`config.mk`:
```
export PLATFORM = sky130hd
export DESIGN_NAME = nec_ir_frame_transmitter_top_flat
export DESIGN_NICKNAME = d
export VERILOG_FILES = /design/src/rtl/nirtx_pkg.sv /design/src/rtl/nirtx_if.sv /design/src/rtl/nec_ir_frame_transmitter_top.sv /design/src/flat_wrapper.sv
export SDC_FILE = /design/constraint.sdc
export NUM_CORES = 1
export LEC_CHECK = 0
export ABC_CLOCK_PERIOD_IN_PS = 2800
export BUFFER_PORTS_ARGS = -buffer_cell sky130_fd_sc_hd__buf_2
export CAP_MARGIN = 20
export CELL_PAD_IN_SITES_DETAIL_PLACEMENT = 0
export CELL_PAD_IN_SITES_GLOBAL_PLACEMENT = 2
export CORE_ASPECT_RATIO = 0.6
export CORE_MARGIN = 2
export CORE_UTILIZATION = 34
export CTS_CLUSTER_DIAMETER = 200
export DETAILED_ROUTE_END_ITERATION = 12
export PLACE_DENSITY = 0.86
export SYNTH_ARGS = -nofsm -noshare
export SYNTH_HDL_FRONTEND = slang
export SYNTH_SLANG_ARGS = --single-unit
export TNS_END_PERCENT = 1
```
`constraint.sdc`:
```
create_clock -name clk -period 2.8 [get_ports clk]
set_input_delay 0 -clock clk [delete_from_list [all_inputs] [get_ports clk]]
set_output_delay 0 -clock clk [all_outputs]
set_load 0.01 [all_outputs]
```
`src/rtl/nirtx_pkg.sv`:
```
package nirtx_pkg;

  // counter width of the segment timer
  localparam int unsigned TIMER_BITS = 14;
  localparam logic [TIMER_BITS-1:0] TIMER_MAX = {TIMER_BITS{1'b1}};

  // configuration register width and reset values
  localparam int unsigned REG_W = 14;
  localparam logic [REG_W-1:0] LEADER_MARK_RST  = REG_W'(9000);
  localparam logic [REG_W-1:0] LEADER_SPACE_RST = REG_W'(4500);
  localparam logic [REG_W-1:0] BIT_MARK_RST     = REG_W'(560);
  localparam logic [REG_W-1:0] ONE_SPACE_RST    = REG_W'(1680);
  localparam logic [REG_W-1:0] ZERO_SPACE_RST   = REG_W'(560);

  // register indexes on the configuration port (byte address = 4 * index)
  localparam int unsigned CFG_ADDR_W = 5;
  typedef enum logic [2:0] {
    REG_LEADER_MARK  = 3'd0,
    REG_LEADER_SPACE = 3'd1,
    REG_BIT_MARK     = 3'd2,
    REG_ONE_SPACE    = 3'd3,
    REG_ZERO_SPACE   = 3'd4
  } reg_idx_t;

  // input mode codes
  localparam logic MODE_START = 1'b0;
  localparam logic MODE_TICK  = 1'b1;

  // frame phases
  typedef enum logic [2:0] {
    PH_IDLE       = 3'd0,
    PH_LEAD_MARK  = 3'd1,
    PH_LEAD_SPACE = 3'd2,
    PH_BIT_MARK   = 3'd3,
    PH_BIT_SPACE  = 3'd4,
    PH_STOP_MARK  = 3'd5
  } phase_t;

  localparam int unsigned BIT_IDX_W = 5;
  localparam logic [BIT_IDX_W-1:0] LAST_BIT = {BIT_IDX_W{1'b1}};

  // segment length: zero loads as one tick, too long saturates to the timer
  function automatic logic [TIMER_BITS-1:0] seg_len(input logic [REG_W-1:0] reg_val);
    localparam int unsigned W = (REG_W > TIMER_BITS) ? REG_W : TIMER_BITS;
    logic [W-1:0] v;
    v = W'(reg_val);
    if (v == '0) v = W'(1);
    if (v > W'(TIMER_MAX)) v = W'(TIMER_MAX);
    return TIMER_BITS'(v);
  endfunction

endpackage

```
`src/rtl/nirtx_if.sv`:
```
// input channel: start or tick transaction
interface nirtx_in_if;
  logic       valid;
  logic       ready;
  logic       mode;
  logic [7:0] address;
  logic [7:0] command;

  modport source (output valid, output mode, output address, output command, input ready);
  modport sink   (input valid, input mode, input address, input command, output ready);
endinterface

// result channel: envelope level and status
interface nirtx_out_if;
  logic valid;
  logic ready;
  logic carrier_on;
  logic busy_res;
  logic start_rejected;

  modport source (output valid, output carrier_on, output busy_res, output start_rejected,
                  input ready);
  modport sink   (input valid, input carrier_on, input busy_res, input start_rejected,
                  output ready);
endinterface

```
`src/rtl/nec_ir_frame_transmitter_top.sv`:
```
// NEC infrared frame transmitter: produces the carrier-gate envelope of one NEC frame
// (leader mark, leader space, 32 bits LSB first as address, ~address, command, ~command,
// each a mark and a short or long space, then a stop mark). A start transaction (mode 0)
// loads address and command; each tick transaction (mode 1) is one microsecond and advances
// the frame. Every transaction yields exactly one result: carrier_on after the step, busy_res,
// and start_rejected for a start that arrives during a frame. The block takes one transaction
// per clock cycle; the result register sits behind a valid/ready handshake, so input is
// accepted whenever the result register is empty or being drained in the same cycle.
// Segment lengths come from five 14-bit APB registers at byte addresses 0, 4, 8, 12 and 16;
// a value of zero counts as one tick. Write registers only while no frame is running.
module nec_ir_frame_transmitter_top (
  input  logic                                 clk,
  input  logic                                 rst_n,
  nirtx_in_if.sink                             in_ch,
  nirtx_out_if.source                          out_ch,
  input  logic                                 psel,
  input  logic                                 penable,
  input  logic                                 pwrite,
  input  logic [nirtx_pkg::CFG_ADDR_W-1:0]     paddr,
  input  logic [31:0]                          pwdata,
  output logic [31:0]                          prdata,
  output logic                                 pready
);

  logic [nirtx_pkg::REG_W-1:0] leader_mark_r, leader_space_r, bit_mark_r;
  logic [nirtx_pkg::REG_W-1:0] one_space_r, zero_space_r;

  nirtx_pkg::phase_t                  phase_r, phase_nxt, phase_cur;
  logic [nirtx_pkg::TIMER_BITS-1:0]   rem_r, rem_nxt, rem_dec;
  logic [nirtx_pkg::BIT_IDX_W-1:0]    bit_idx_r, bit_idx_nxt;
  logic [31:0]                        shift_r, shift_nxt;

  logic out_valid_r, carrier_r, busy_r, rejected_r;
  logic carrier_nxt, busy_nxt, rejected_nxt;
  logic in_acc, cfg_wr;

  // configuration write strobe and register index
  logic [2:0] cfg_idx;
  assign pready  = 1'b1;
  assign cfg_wr  = psel && penable && pwrite && pready;
  assign cfg_idx = paddr[nirtx_pkg::CFG_ADDR_W-1:2];

  // configuration registers
  always_ff @(posedge clk) begin
    if (!rst_n) begin
      leader_mark_r  <= nirtx_pkg::LEADER_MARK_RST;
      leader_space_r <= nirtx_pkg::LEADER_SPACE_RST;
      bit_mark_r     <= nirtx_pkg::BIT_MARK_RST;
      one_space_r    <= nirtx_pkg::ONE_SPACE_RST;
      zero_space_r   <= nirtx_pkg::ZERO_SPACE_RST;
    end else if (cfg_wr) begin
      case (cfg_idx)
        nirtx_pkg::REG_LEADER_MARK:  leader_mark_r  <= pwdata[nirtx_pkg::REG_W-1:0];
        nirtx_pkg::REG_LEADER_SPACE: leader_space_r <= pwdata[nirtx_pkg::REG_W-1:0];
        nirtx_pkg::REG_BIT_MARK:     bit_mark_r     <= pwdata[nirtx_pkg::REG_W-1:0];
        nirtx_pkg::REG_ONE_SPACE:    one_space_r    <= pwdata[nirtx_pkg::REG_W-1:0];
        nirtx_pkg::REG_ZERO_SPACE:   zero_space_r   <= pwdata[nirtx_pkg::REG_W-1:0];
        default: ;
      endcase
    end
  end

  // register readback
  always_comb begin
    prdata = '0;
    case (cfg_idx)
      nirtx_pkg::REG_LEADER_MARK:  prdata = 32'(leader_mark_r);
      nirtx_pkg::REG_LEADER_SPACE: prdata = 32'(leader_space_r);
      nirtx_pkg::REG_BIT_MARK:     prdata = 32'(bit_mark_r);
      nirtx_pkg::REG_ONE_SPACE:    prdata = 32'(one_space_r);
      nirtx_pkg::REG_ZERO_SPACE:   prdata = 32'(zero_space_r);
      default:                     prdata = '0;
    endcase
  end

  // handshake: take a transaction whenever the result slot is free or draining
  assign in_ch.ready = !out_valid_r || out_ch.ready;
  assign in_acc      = in_ch.valid && in_ch.ready;

  // frame sequencer: next state and result for the current transaction
  always_comb begin
    phase_cur    = phase_r;
    phase_nxt    = phase_r;
    rem_nxt      = rem_r;
    bit_idx_nxt  = bit_idx_r;
    shift_nxt    = shift_r;
    rejected_nxt = 1'b0;
    rem_dec      = rem_r - nirtx_pkg::TIMER_BITS'(1);

    if (!(phase_r inside {nirtx_pkg::PH_LEAD_MARK, nirtx_pkg::PH_LEAD_SPACE,
                          nirtx_pkg::PH_BIT_MARK, nirtx_pkg::PH_BIT_SPACE,
                          nirtx_pkg::PH_STOP_MARK})) begin
      phase_cur = nirtx_pkg::PH_IDLE;
    end
    phase_nxt = phase_cur;

    if (in_ch.mode == nirtx_pkg::MODE_START) begin
      if (phase_cur != nirtx_pkg::PH_IDLE) begin
        rejected_nxt = 1'b1;
      end else begin
        shift_nxt   = {~in_ch.command, in_ch.command, ~in_ch.address, in_ch.address};
        bit_idx_nxt = '0;
        phase_nxt   = nirtx_pkg::PH_LEAD_MARK;
        rem_nxt     = nirtx_pkg::seg_len(leader_mark_r);
      end
    end else if (phase_cur != nirtx_pkg::PH_IDLE) begin
      rem_nxt = rem_dec;
      if (rem_dec == '0) begin
        case (phase_cur)
          nirtx_pkg::PH_LEAD_MARK: begin
            phase_nxt = nirtx_pkg::PH_LEAD_SPACE;
            rem_nxt   = nirtx_pkg::seg_len(leader_space_r);
          end
          nirtx_pkg::PH_LEAD_SPACE: begin
            phase_nxt   = nirtx_pkg::PH_BIT_MARK;
            bit_idx_nxt = '0;
            rem_nxt     = nirtx_pkg::seg_len(bit_mark_r);
          end
          nirtx_pkg::PH_BIT_MARK: begin
            phase_nxt = nirtx_pkg::PH_BIT_SPACE;
            rem_nxt   = nirtx_pkg::seg_len(shift_r[0] ? one_space_r : zero_space_r);
          end
          nirtx_pkg::PH_BIT_SPACE: begin
            phase_nxt = nirtx_pkg::PH_BIT_MARK;
            rem_nxt   = nirtx_pkg::seg_len(bit_mark_r);
            if (bit_idx_r == nirtx_pkg::LAST_BIT) begin
              phase_nxt = nirtx_pkg::PH_STOP_MARK;
            end else begin
              bit_idx_nxt = bit_idx_r + nirtx_pkg::BIT_IDX_W'(1);
              shift_nxt   = {1'b0, shift_r[31:1]};
            end
          end
          default: begin
            phase_nxt = nirtx_pkg::PH_IDLE;
            rem_nxt   = '0;
          end
        endcase
      end
    end

    carrier_nxt = (phase_nxt == nirtx_pkg::PH_LEAD_MARK) ||
                  (phase_nxt == nirtx_pkg::PH_BIT_MARK)  ||
                  (phase_nxt == nirtx_pkg::PH_STOP_MARK);
    busy_nxt    = (phase_nxt != nirtx_pkg::PH_IDLE);
  end

  // frame state registers
  always_ff @(posedge clk) begin
    if (!rst_n) begin
      phase_r   <= nirtx_pkg::PH_IDLE;
      rem_r     <= '0;
      bit_idx_r <= '0;
      shift_r   <= '0;
    end else if (in_acc) begin
      phase_r   <= phase_nxt;
      rem_r     <= rem_nxt;
      bit_idx_r <= bit_idx_nxt;
      shift_r   <= shift_nxt;
    end
  end

  // result register
  always_ff @(posedge clk) begin
    if (!rst_n) begin
      out_valid_r <= 1'b0;
    end else if (in_acc) begin
      out_valid_r <= 1'b1;
    end else if (out_ch.ready) begin
      out_valid_r <= 1'b0;
    end
  end

  always_ff @(posedge clk) begin
    if (in_acc) begin
      carrier_r  <= carrier_nxt;
      busy_r     <= busy_nxt;
      rejected_r <= rejected_nxt;
    end
  end

  assign out_ch.valid          = out_valid_r;
  assign out_ch.carrier_on     = carrier_r;
  assign out_ch.busy_res       = busy_r;
  assign out_ch.start_rejected = rejected_r;

  // carrier is only gated on during a frame
  a_carrier_busy: assert property (@(posedge clk) disable iff (!rst_n)
    out_valid_r |-> (!carrier_r || busy_r))
    else $error("carrier on without busy");

  // a rejected start only happens during a frame
  a_reject_busy: assert property (@(posedge clk) disable iff (!rst_n)
    (out_valid_r && rejected_r) |-> busy_r)
    else $error("start rejected while idle");

  // a running segment always has ticks left
  a_timer_live: assert property (@(posedge clk) disable iff (!rst_n)
    (phase_r != nirtx_pkg::PH_IDLE) |-> (rem_r != '0))
    else $error("active phase with empty timer");

  // an accepted start while idle opens the leader mark
  a_start_lead: assert property (@(posedge clk) disable iff (!rst_n)
    (in_acc && in_ch.mode == nirtx_pkg::MODE_START && phase_r == nirtx_pkg::PH_IDLE)
    |=> (phase_r == nirtx_pkg::PH_LEAD_MARK))
    else $error("start did not enter leader mark");

endmodule

```
`src/flat_wrapper.sv`:
```
// flat-port wrapper written by rule: the top's interface ports become plain ports
module nec_ir_frame_transmitter_top_flat 
  (clk, rst_n, psel, penable, pwrite, paddr, pwdata, prdata, pready, in_ch_valid, in_ch_mode, in_ch_address, in_ch_command, in_ch_ready, out_ch_valid, out_ch_carrier_on, out_ch_busy_res, out_ch_start_rejected, out_ch_ready);
  nirtx_in_if in_ch_i ();
  nirtx_out_if out_ch_i ();
  input  logic clk;
  input  logic rst_n;
  input  logic psel;
  input  logic penable;
  input  logic pwrite;
  input  logic [nirtx_pkg::CFG_ADDR_W-1:0] paddr;
  input  logic [31:0] pwdata;
  output logic [31:0] prdata;
  output logic pready;
  input wire logic [$bits(in_ch_i.valid)-1:0] in_ch_valid;
  input wire logic [$bits(in_ch_i.mode)-1:0] in_ch_mode;
  input wire logic [$bits(in_ch_i.address)-1:0] in_ch_address;
  input wire logic [$bits(in_ch_i.command)-1:0] in_ch_command;
  output wire logic [$bits(in_ch_i.ready)-1:0] in_ch_ready;
  output wire logic [$bits(out_ch_i.valid)-1:0] out_ch_valid;
  output wire logic [$bits(out_ch_i.carrier_on)-1:0] out_ch_carrier_on;
  output wire logic [$bits(out_ch_i.busy_res)-1:0] out_ch_busy_res;
  output wire logic [$bits(out_ch_i.start_rejected)-1:0] out_ch_start_rejected;
  input wire logic [$bits(out_ch_i.ready)-1:0] out_ch_ready;
  assign in_ch_i.valid = in_ch_valid;
  assign in_ch_i.mode = in_ch_mode;
  assign in_ch_i.address = in_ch_address;
  assign in_ch_i.command = in_ch_command;
  assign in_ch_ready = in_ch_i.ready;
  assign out_ch_valid = out_ch_i.valid;
  assign out_ch_carrier_on = out_ch_i.carrier_on;
  assign out_ch_busy_res = out_ch_i.busy_res;
  assign out_ch_start_rejected = out_ch_i.start_rejected;
  assign out_ch_i.ready = out_ch_ready;
  nec_ir_frame_transmitter_top u_core (.clk(clk), .rst_n(rst_n), .in_ch(in_ch_i), .out_ch(out_ch_i), .psel(psel), .penable(penable), .pwrite(pwrite), .paddr(paddr), .pwdata(pwdata), .prdata(prdata), .pready(pready));
endmodule
```
Yosys cells after proc, flatten, opt, wreduce, memory -nomap -nowiden
Cells that the tools add are included.
{"block": "classes", "add_sub_neg": 2, "n_mux": 56, "bitwise": 2, "eq_ne": 24, "reduce_logical": 25, "n_lt_le_gt_ge": 5}
{"cell": "$mux 14", "n": 32}
{"cell": "$mux 32", "n": 6}
{"cell": "$gt 14x14->1 const B", "n": 5}
{"cell": "$logic_not 14->1", "n": 5}
{"cell": "$pmux 14 s5", "n": 1}
{"cell": "$pmux 14 s4", "n": 1}
{"cell": "$mux 5", "n": 5}
{"cell": "$eq 3x2->1 const B", "n": 7}
{"cell": "$mux 3", "n": 6}
{"cell": "$not 8->8", "n": 2}
{"cell": "$eq 3x3->1 const B", "n": 5}
{"cell": "$sub 14x1->14 const B", "n": 1}
{"cell": "$eq 3x1->1 const B", "n": 4}
{"cell": "$pmux 3 s4", "n": 1}
{"cell": "$reduce_and 6->1", "n": 2}
{"cell": "$pmux 5 s2", "n": 1}
{"cell": "$reduce_and 2->1", "n": 5}
{"cell": "$ne 2x2->1 const B", "n": 4}
{"cell": "$ne 3x3->1 const B", "n": 2}
{"cell": "$reduce_bool 3->1", "n": 2}
{"cell": "$add 5x1->5 const B", "n": 1}
{"cell": "$eq 5x5->1 const B", "n": 1}
{"cell": "$reduce_bool 5->1", "n": 1}
{"cell": "$logic_and 1x1->1", "n": 3}
{"cell": "7 further kinds", "n": 11}
{"block": "totals", "word_cells": 127, "out_inout_bits": 38, "input_bits": 61, "regBits": 128}

Depth between registers and ports, before layout
{"block": "depth", "word_depth": 14, "ltp_mapped": 11, "mapped_depth_nobuf": 9}

Least setup slack after synthesis
No wires, ideal clock.
{"block": "synth_path", "path_kind": "reg2reg", "startpoint": "register u_core.rem_r[0] in the netlist's numbering", "endpoint": "register u_core.carrier_r, in the netlist u_core.out_ch.carrier_on (data pin)", "t_arrival_ns": 2.280, "required_time_ns": 2.537, "synth_period_minus_slack_ns": 2.543, "stages_incl_launch_ff": 12, "n_path_buf": 3, "setup_slack_ns": 0.257, "setup_ns": 0.263, "path_cell_list": "dfxtp_1 buf_6 inv_1 ha_1 buf_1 nand3b_1 o31ai_1 a31oi_1 nor4_4 buf_2 o21bai_1 nand3_1"}
{"block": "synth_between", "elab_chain_cells": 8, "word_cells_on_any_way": 10, "cone_classes": "1 x add/sub; 3 x eq/ne; 3 x mux; 3 x reduce/logical"}
{"item": "from (decl)", "line_no": "nec_ir_frame_transmitter_top.sv:29", "text": "logic [nirtx_pkg::TIMER_BITS-1:0] rem_r, rem_nxt, rem_dec;"}
{"item": "from (signal assigned)", "line_no": "nec_ir_frame_transmitter_top.sv:156", "text": "rem_r <= rem_nxt;"}
{"item": "$sub 14x1->14 (*)", "line_no": "nec_ir_frame_transmitter_top.sv:88", "text": "rem_dec = rem_r - nirtx_pkg::TIMER_BITS'(1);"}
{"item": "$logic_not 14->1 (*)", "line_no": "nec_ir_frame_transmitter_top.sv:108", "text": "if (rem_dec == '0) begin"}
{"item": "$mux 3 (*)", "line_no": "nec_ir_frame_transmitter_top.sv:108"}
{"item": "$mux 3 (*)", "line_no": "nec_ir_frame_transmitter_top.sv:106", "text": "end else if (phase_cur != nirtx_pkg::PH_IDLE) begin"}
{"item": "$mux 3 (*)", "line_no": "nec_ir_frame_transmitter_top.sv:97", "text": "if (in_ch.mode == nirtx_pkg::MODE_START) begin"}
{"item": "$eq 3x1->1 / $eq 3x2->1 (equally long branches)", "line_no": "nec_ir_frame_transmitter_top.sv:141, nec_ir_frame_transmitter_top.sv:142"}
{"item": "$logic_or 1x1->1", "line_no": "nec_ir_frame_transmitter_top.sv:141", "text": "carrier_nxt = (phase_nxt == nirtx_pkg::PH_LEAD_MARK) ||"}
{"item": "$logic_or 1x1->1 (*)", "line_no": "nec_ir_frame_transmitter_top.sv:142", "text": "(phase_nxt == nirtx_pkg::PH_BIT_MARK) ||"}
{"item": "net u_core.carrier_nxt", "line_no": "nec_ir_frame_transmitter_top.sv:34", "text": "logic carrier_nxt, busy_nxt, rejected_nxt;"}
{"item": "to (signal assigned)", "line_no": "nec_ir_frame_transmitter_top.sv:175", "text": "carrier_r <= carrier_nxt;"}
{"item": "to (decl)", "line_no": "nec_ir_frame_transmitter_top.sv:33", "text": "logic out_valid_r, carrier_r, busy_r, rejected_r;"}
Mark *: on every way through the listed nets, which the timed path passes. The rest lies on a longest branch.
A chain may end at the register's enable or synchronous reset.

Worst setup path in the final report
{"block": "layout_path", "startpoint": "register u_core.rem_r[1] in the netlist's numbering", "endpoint": "register u_core.shift_r[12]"}
{"block": "layout_between", "elab_chain_cells": 4}
{"item": "$sub 14x1->14", "line_no": "nec_ir_frame_transmitter_top.sv:88"}
{"item": "$logic_not 14->1", "line_no": "nec_ir_frame_transmitter_top.sv:108"}
{"item": "$ne 2x2->1 (no line)"}
{"item": "$reduce_and 6->1 (no line)"}
{"item": "to (signal assigned)", "line_no": "nec_ir_frame_transmitter_top.sv:158", "text": "shift_r <= shift_nxt;"}
{"item": "to (decl)", "line_no": "nec_ir_frame_transmitter_top.sv:31", "text": "logic [31:0] shift_r, shift_nxt;"}
No other way between the ends.

==> results.toml <==
[yosys]
synthFlopType = "dfxtp_1"
synth_edf_count = 3
synthCells = 960
synth_top_area_share_pct = 34.1
synthTopCellsByArea = "dfxtp_1 (34%), nand2_1 (12%), mux2i_1 (10%), a21oi_1 (5.7%), clkbuf_1 (3.1%)"
yosys.area.top_type = "dfxtp_1"
syn_avg_cell_area_um2 = 7.65
async_reset_ff_share_pct = 0
ys_ff_latch = 128
yosysSeqAreaShare_pct = 35.3
synth_cell_types = 64
ys_warn_count = 0
syn-cell-area_mm2 = 0.00735

[global_route]
grt_pass1_wl_mm = 37.3
top_usage_layer = "met1"
grt_max_degree = 92
use_met2_pct = 26.4
use_met3_pct = 3.27
grt_pass1_vias = 6514
antenna_found_initial = 0
grt-ovfl-total = 0
met1_usage_pct = 34.1
gr-usage-all-layers_pct = 20.6

[setup_path]
endpoint_kind = "register"
critical_path.max_fanout = 32
reg2reg_depth = 10
cp_common_cell = "buf_12"
cpPeakStageDelay_ns = 0.44
cp_top_family = "buffers and inverters"
path_buf_inv = 3
rr_endpoint = "u_core.shift_r[12]$_SDFFE_PN0P_"
r2r-start = "u_core.rem_r[1]$_SDFFE_PN0P_"
crit_type = "reg -> reg"
required_ns = 3.09
crit_chain = "inv_1 -> ha_2 -> nand2b_1 -> o31ai_1 -> a22oi_2 -> nor4_4 -> buf_12 -> o211ai_4 -> buf_12 -> mux2i_1"
crit_path_start_kind = "register"
critPathSlowestCell = "dfxtp_1"
cp.arrival_ns = 2.83
r2r_slack_ns = 0.26

[drt]
vias = 7069
drt-pass1-iter-count = 6
wirelength_mm = 23.6
dr.first_iter.drc_count = 688
wl_per_cell_um = 18.0
ant_nets = 0
viasPerCell = 5.39
drc = 0

[sta]
hold_violations = 0
fin_crit_sh_pct = 90.7
relSlewSlack_pct = 32.7
clock.fmax_ghz = 0.394
setup_viol = 0
drv_slew = 0
rsz0062_at_grt = "no"
skew_ns = 0.0138
worst_pin_slew_ns = 1.01
fin_tns_setup_ns = 0
finalCriticalPeriod_ns = 2.54

[pwr]
power_uw = 4970
p_leak_uw = 0.00344
p_per_area_mw_per_mm2 = 566
ir_drop_mv = 0.418

[hold_path]
hp-start = "pwrite"
hold_path_class = "in -> reg"
hold_depth = 5
min_to = "u_core.leader_space_r[1]$_SDFFE_PN0P_"

[cells_and_area]
nNetsFinal = 1087
area_growth_pct = 19.4
post-route-util_pct = 41.6
diodes = 0
layout-drive-gt1-share_pct = 13.1
final_area_mm2 = 0.00877

[clock_tree]
cts_tree = "built"
cts_setup_buffers = 0
clock_sinks = 128
clkSlewWorstSetupHoldPaths_ns = 0.06
htreeDepth = 4
cts_buffer_depth = 2
clock_latency_ns = 0.43
clockRootBuffer = "clkbuf_16"
cts_buffers = 17

[floorplanning]
core-area_mm2 = 0.0211
die_w_um = 194
ios = 99
dieArea_mm2 = 0.0228
dieHeight_um = 118
start_util_pct = 34.8
rows = 41

[run_status]
status = "completed"

[place]
place_hpwl_mm = 16.4
place_area_mm2 = 0.00781
finalWeightedCongestion = 0.849
portBuffers = 59

[flow_run]
cap_violations = 0
==> metrics by stage <==
step	hold WS [ns]	setup slack, ns	cells
floorplan	0.124	0.257	977
global placement	0.258	0.208	1248
detailed placement	0.261	0.116	1248
CTS	0.0945	0.0463	1311
global route	0.148	0.0437	1311
finish	0.109	0.262	1311
==> worst max-delay path by stage <==
| stage | start | endpoint | cells past startpoint |
|---|---|---|---|
| after global placement | u_core.rem_r[1]$_SDFFE_PN0P_ | u_core.shift_r[29]$_SDFFE_PN0P_ | 10 |
| after global routing | u_core.rem_r[1]$_SDFFE_PN0P_ | u_core.shift_r[30]$_SDFFE_PN0P_ | 10 |
| final | u_core.rem_r[1]$_SDFFE_PN0P_ | u_core.shift_r[12]$_SDFFE_PN0P_ | 10 |
| after CTS | u_core.rem_r[1]$_SDFFE_PN0P_ | u_core.shift_r[12]$_SDFFE_PN0P_ | 10 |
| after detailed placement | u_core.rem_r[1]$_SDFFE_PN0P_ | u_core.shift_r[30]$_SDFFE_PN0P_ | 10 |
| after floorplan | u_core.rem_r[0]$_SDFFE_PN0P_ | u_core.out_ch.carrier_on$_DFFE_PP_ | 11 |
==> cells in the mapped netlist, types with 5 or more instances <==
master and number:
nand2_1 231, dfxtp_1 125, a21oi_1 84, mux2i_1 76, clkbuf_1 60, nor2_1 44, nand3_1 43, o211ai_1 29
buf_4 19, o21ai_0 18, or3_1 18, a21o_1 16, o22ai_1 16, a31oi_1 14, a22oi_1 13, nor3_1 13
nor4_1 13, xor2_1 10, nand2b_1 7, buf_1 6, buf_6 6, ha_1 6, nand3b_1 6, nand4_1 6
and3_1 5, inv_1 5, xnor2_1 5
==> sequential cells by signal, summed over array words and instances, names as in the netlist <==
register                      cells
u_core.zero_space_r              14
u_core.shift_r                   32
u_core.leader_mark_r             14
u_core.bit_mark_r                14
u_core.leader_space_r            14
u_core.bit_idx_r                  5
u_core.out_ch.busy_res            1
u_core.rem_r                     14
u_core.out_ch.start_rejected      1
u_core.one_space_r               14
u_core.phase_r                    3
u_core.out_ch.carrier_on          1
u_core.out_ch.valid               1
==> worst min-delay path: stages <==
cell and delay, ns:
buf_2 0.10, nand4_1 0.15, nor3_1 0.10, nand2_1 0.07, a21oi_1 0.05
==> report_power, final <==
part | internal, uW | total, uW | switching [uW] | leakage (uW)
logic | 257 | 629 | 372 | 0.00210
clock network | 1500 | 2400 | 894 | 0.000304
registers | 1880 | 1940 | 59.6 | 0.00104
total | 3640 | 4970 | 1330 | 0.00344
==> final cells by class <==
cell class	count	area [um^2]
Clock inverter	11	150
Timing Repair Buffer	119	851
Sequential cell	128	2590
Clock buffer	20	478
Multi-Input combinational cell	745	4320
Fill cell	2186	12300
Tap cell	279	349
Inverter	9	33.8
==> layer usage <==
layer  vias up  share of wire (%)
met4         0               0.80
met2       224                 38
li1       3464                  -
met3        16                7.0
met1      3365                 55
met5         -                  0
==> cells by family after synthesis <==
group | synth area share (%)
and+or+nand+nor | 24.9
AOI/OAI and AO/OA | 18.9
DFF | 35.3
other | 0.102
adders and majority gates | 1.02
xor gates and xnor gates | 1.79
buffers and inverters | 6.97
muxes | 11.0
==> placed cells by master, fill, tap and decap left out, types with 6 or more instances in the layout <==
cell type,instances
clkbuf_16,18
nor3_1,13
nand2_1,231
a21oi_1,84
buf_2,59
o211ai_1,29
conb_1,19
buf_4,26
nor2_1,44
o21ai_0,18
dfxtp_1,125
xor2_1,10
or3_1,18
dlygate4sd3_1,32
nor4_1,13
o22ai_1,16
nand3_1,43
a21o_1,16
a31oi_1,14
mux2i_1,76
nand3b_1,6
nand4_1,6
a22oi_1,13
nand2b_1,7
==> what timing repair did <==
item	4_1_cts	5_1_grt
hold buffers	32	0
endpoints found under the setup margin	0	35
endpoints found under the hold margin	102	0
resized for setup	0	2
No activity file was read; power rests on OpenSTA's default activity.
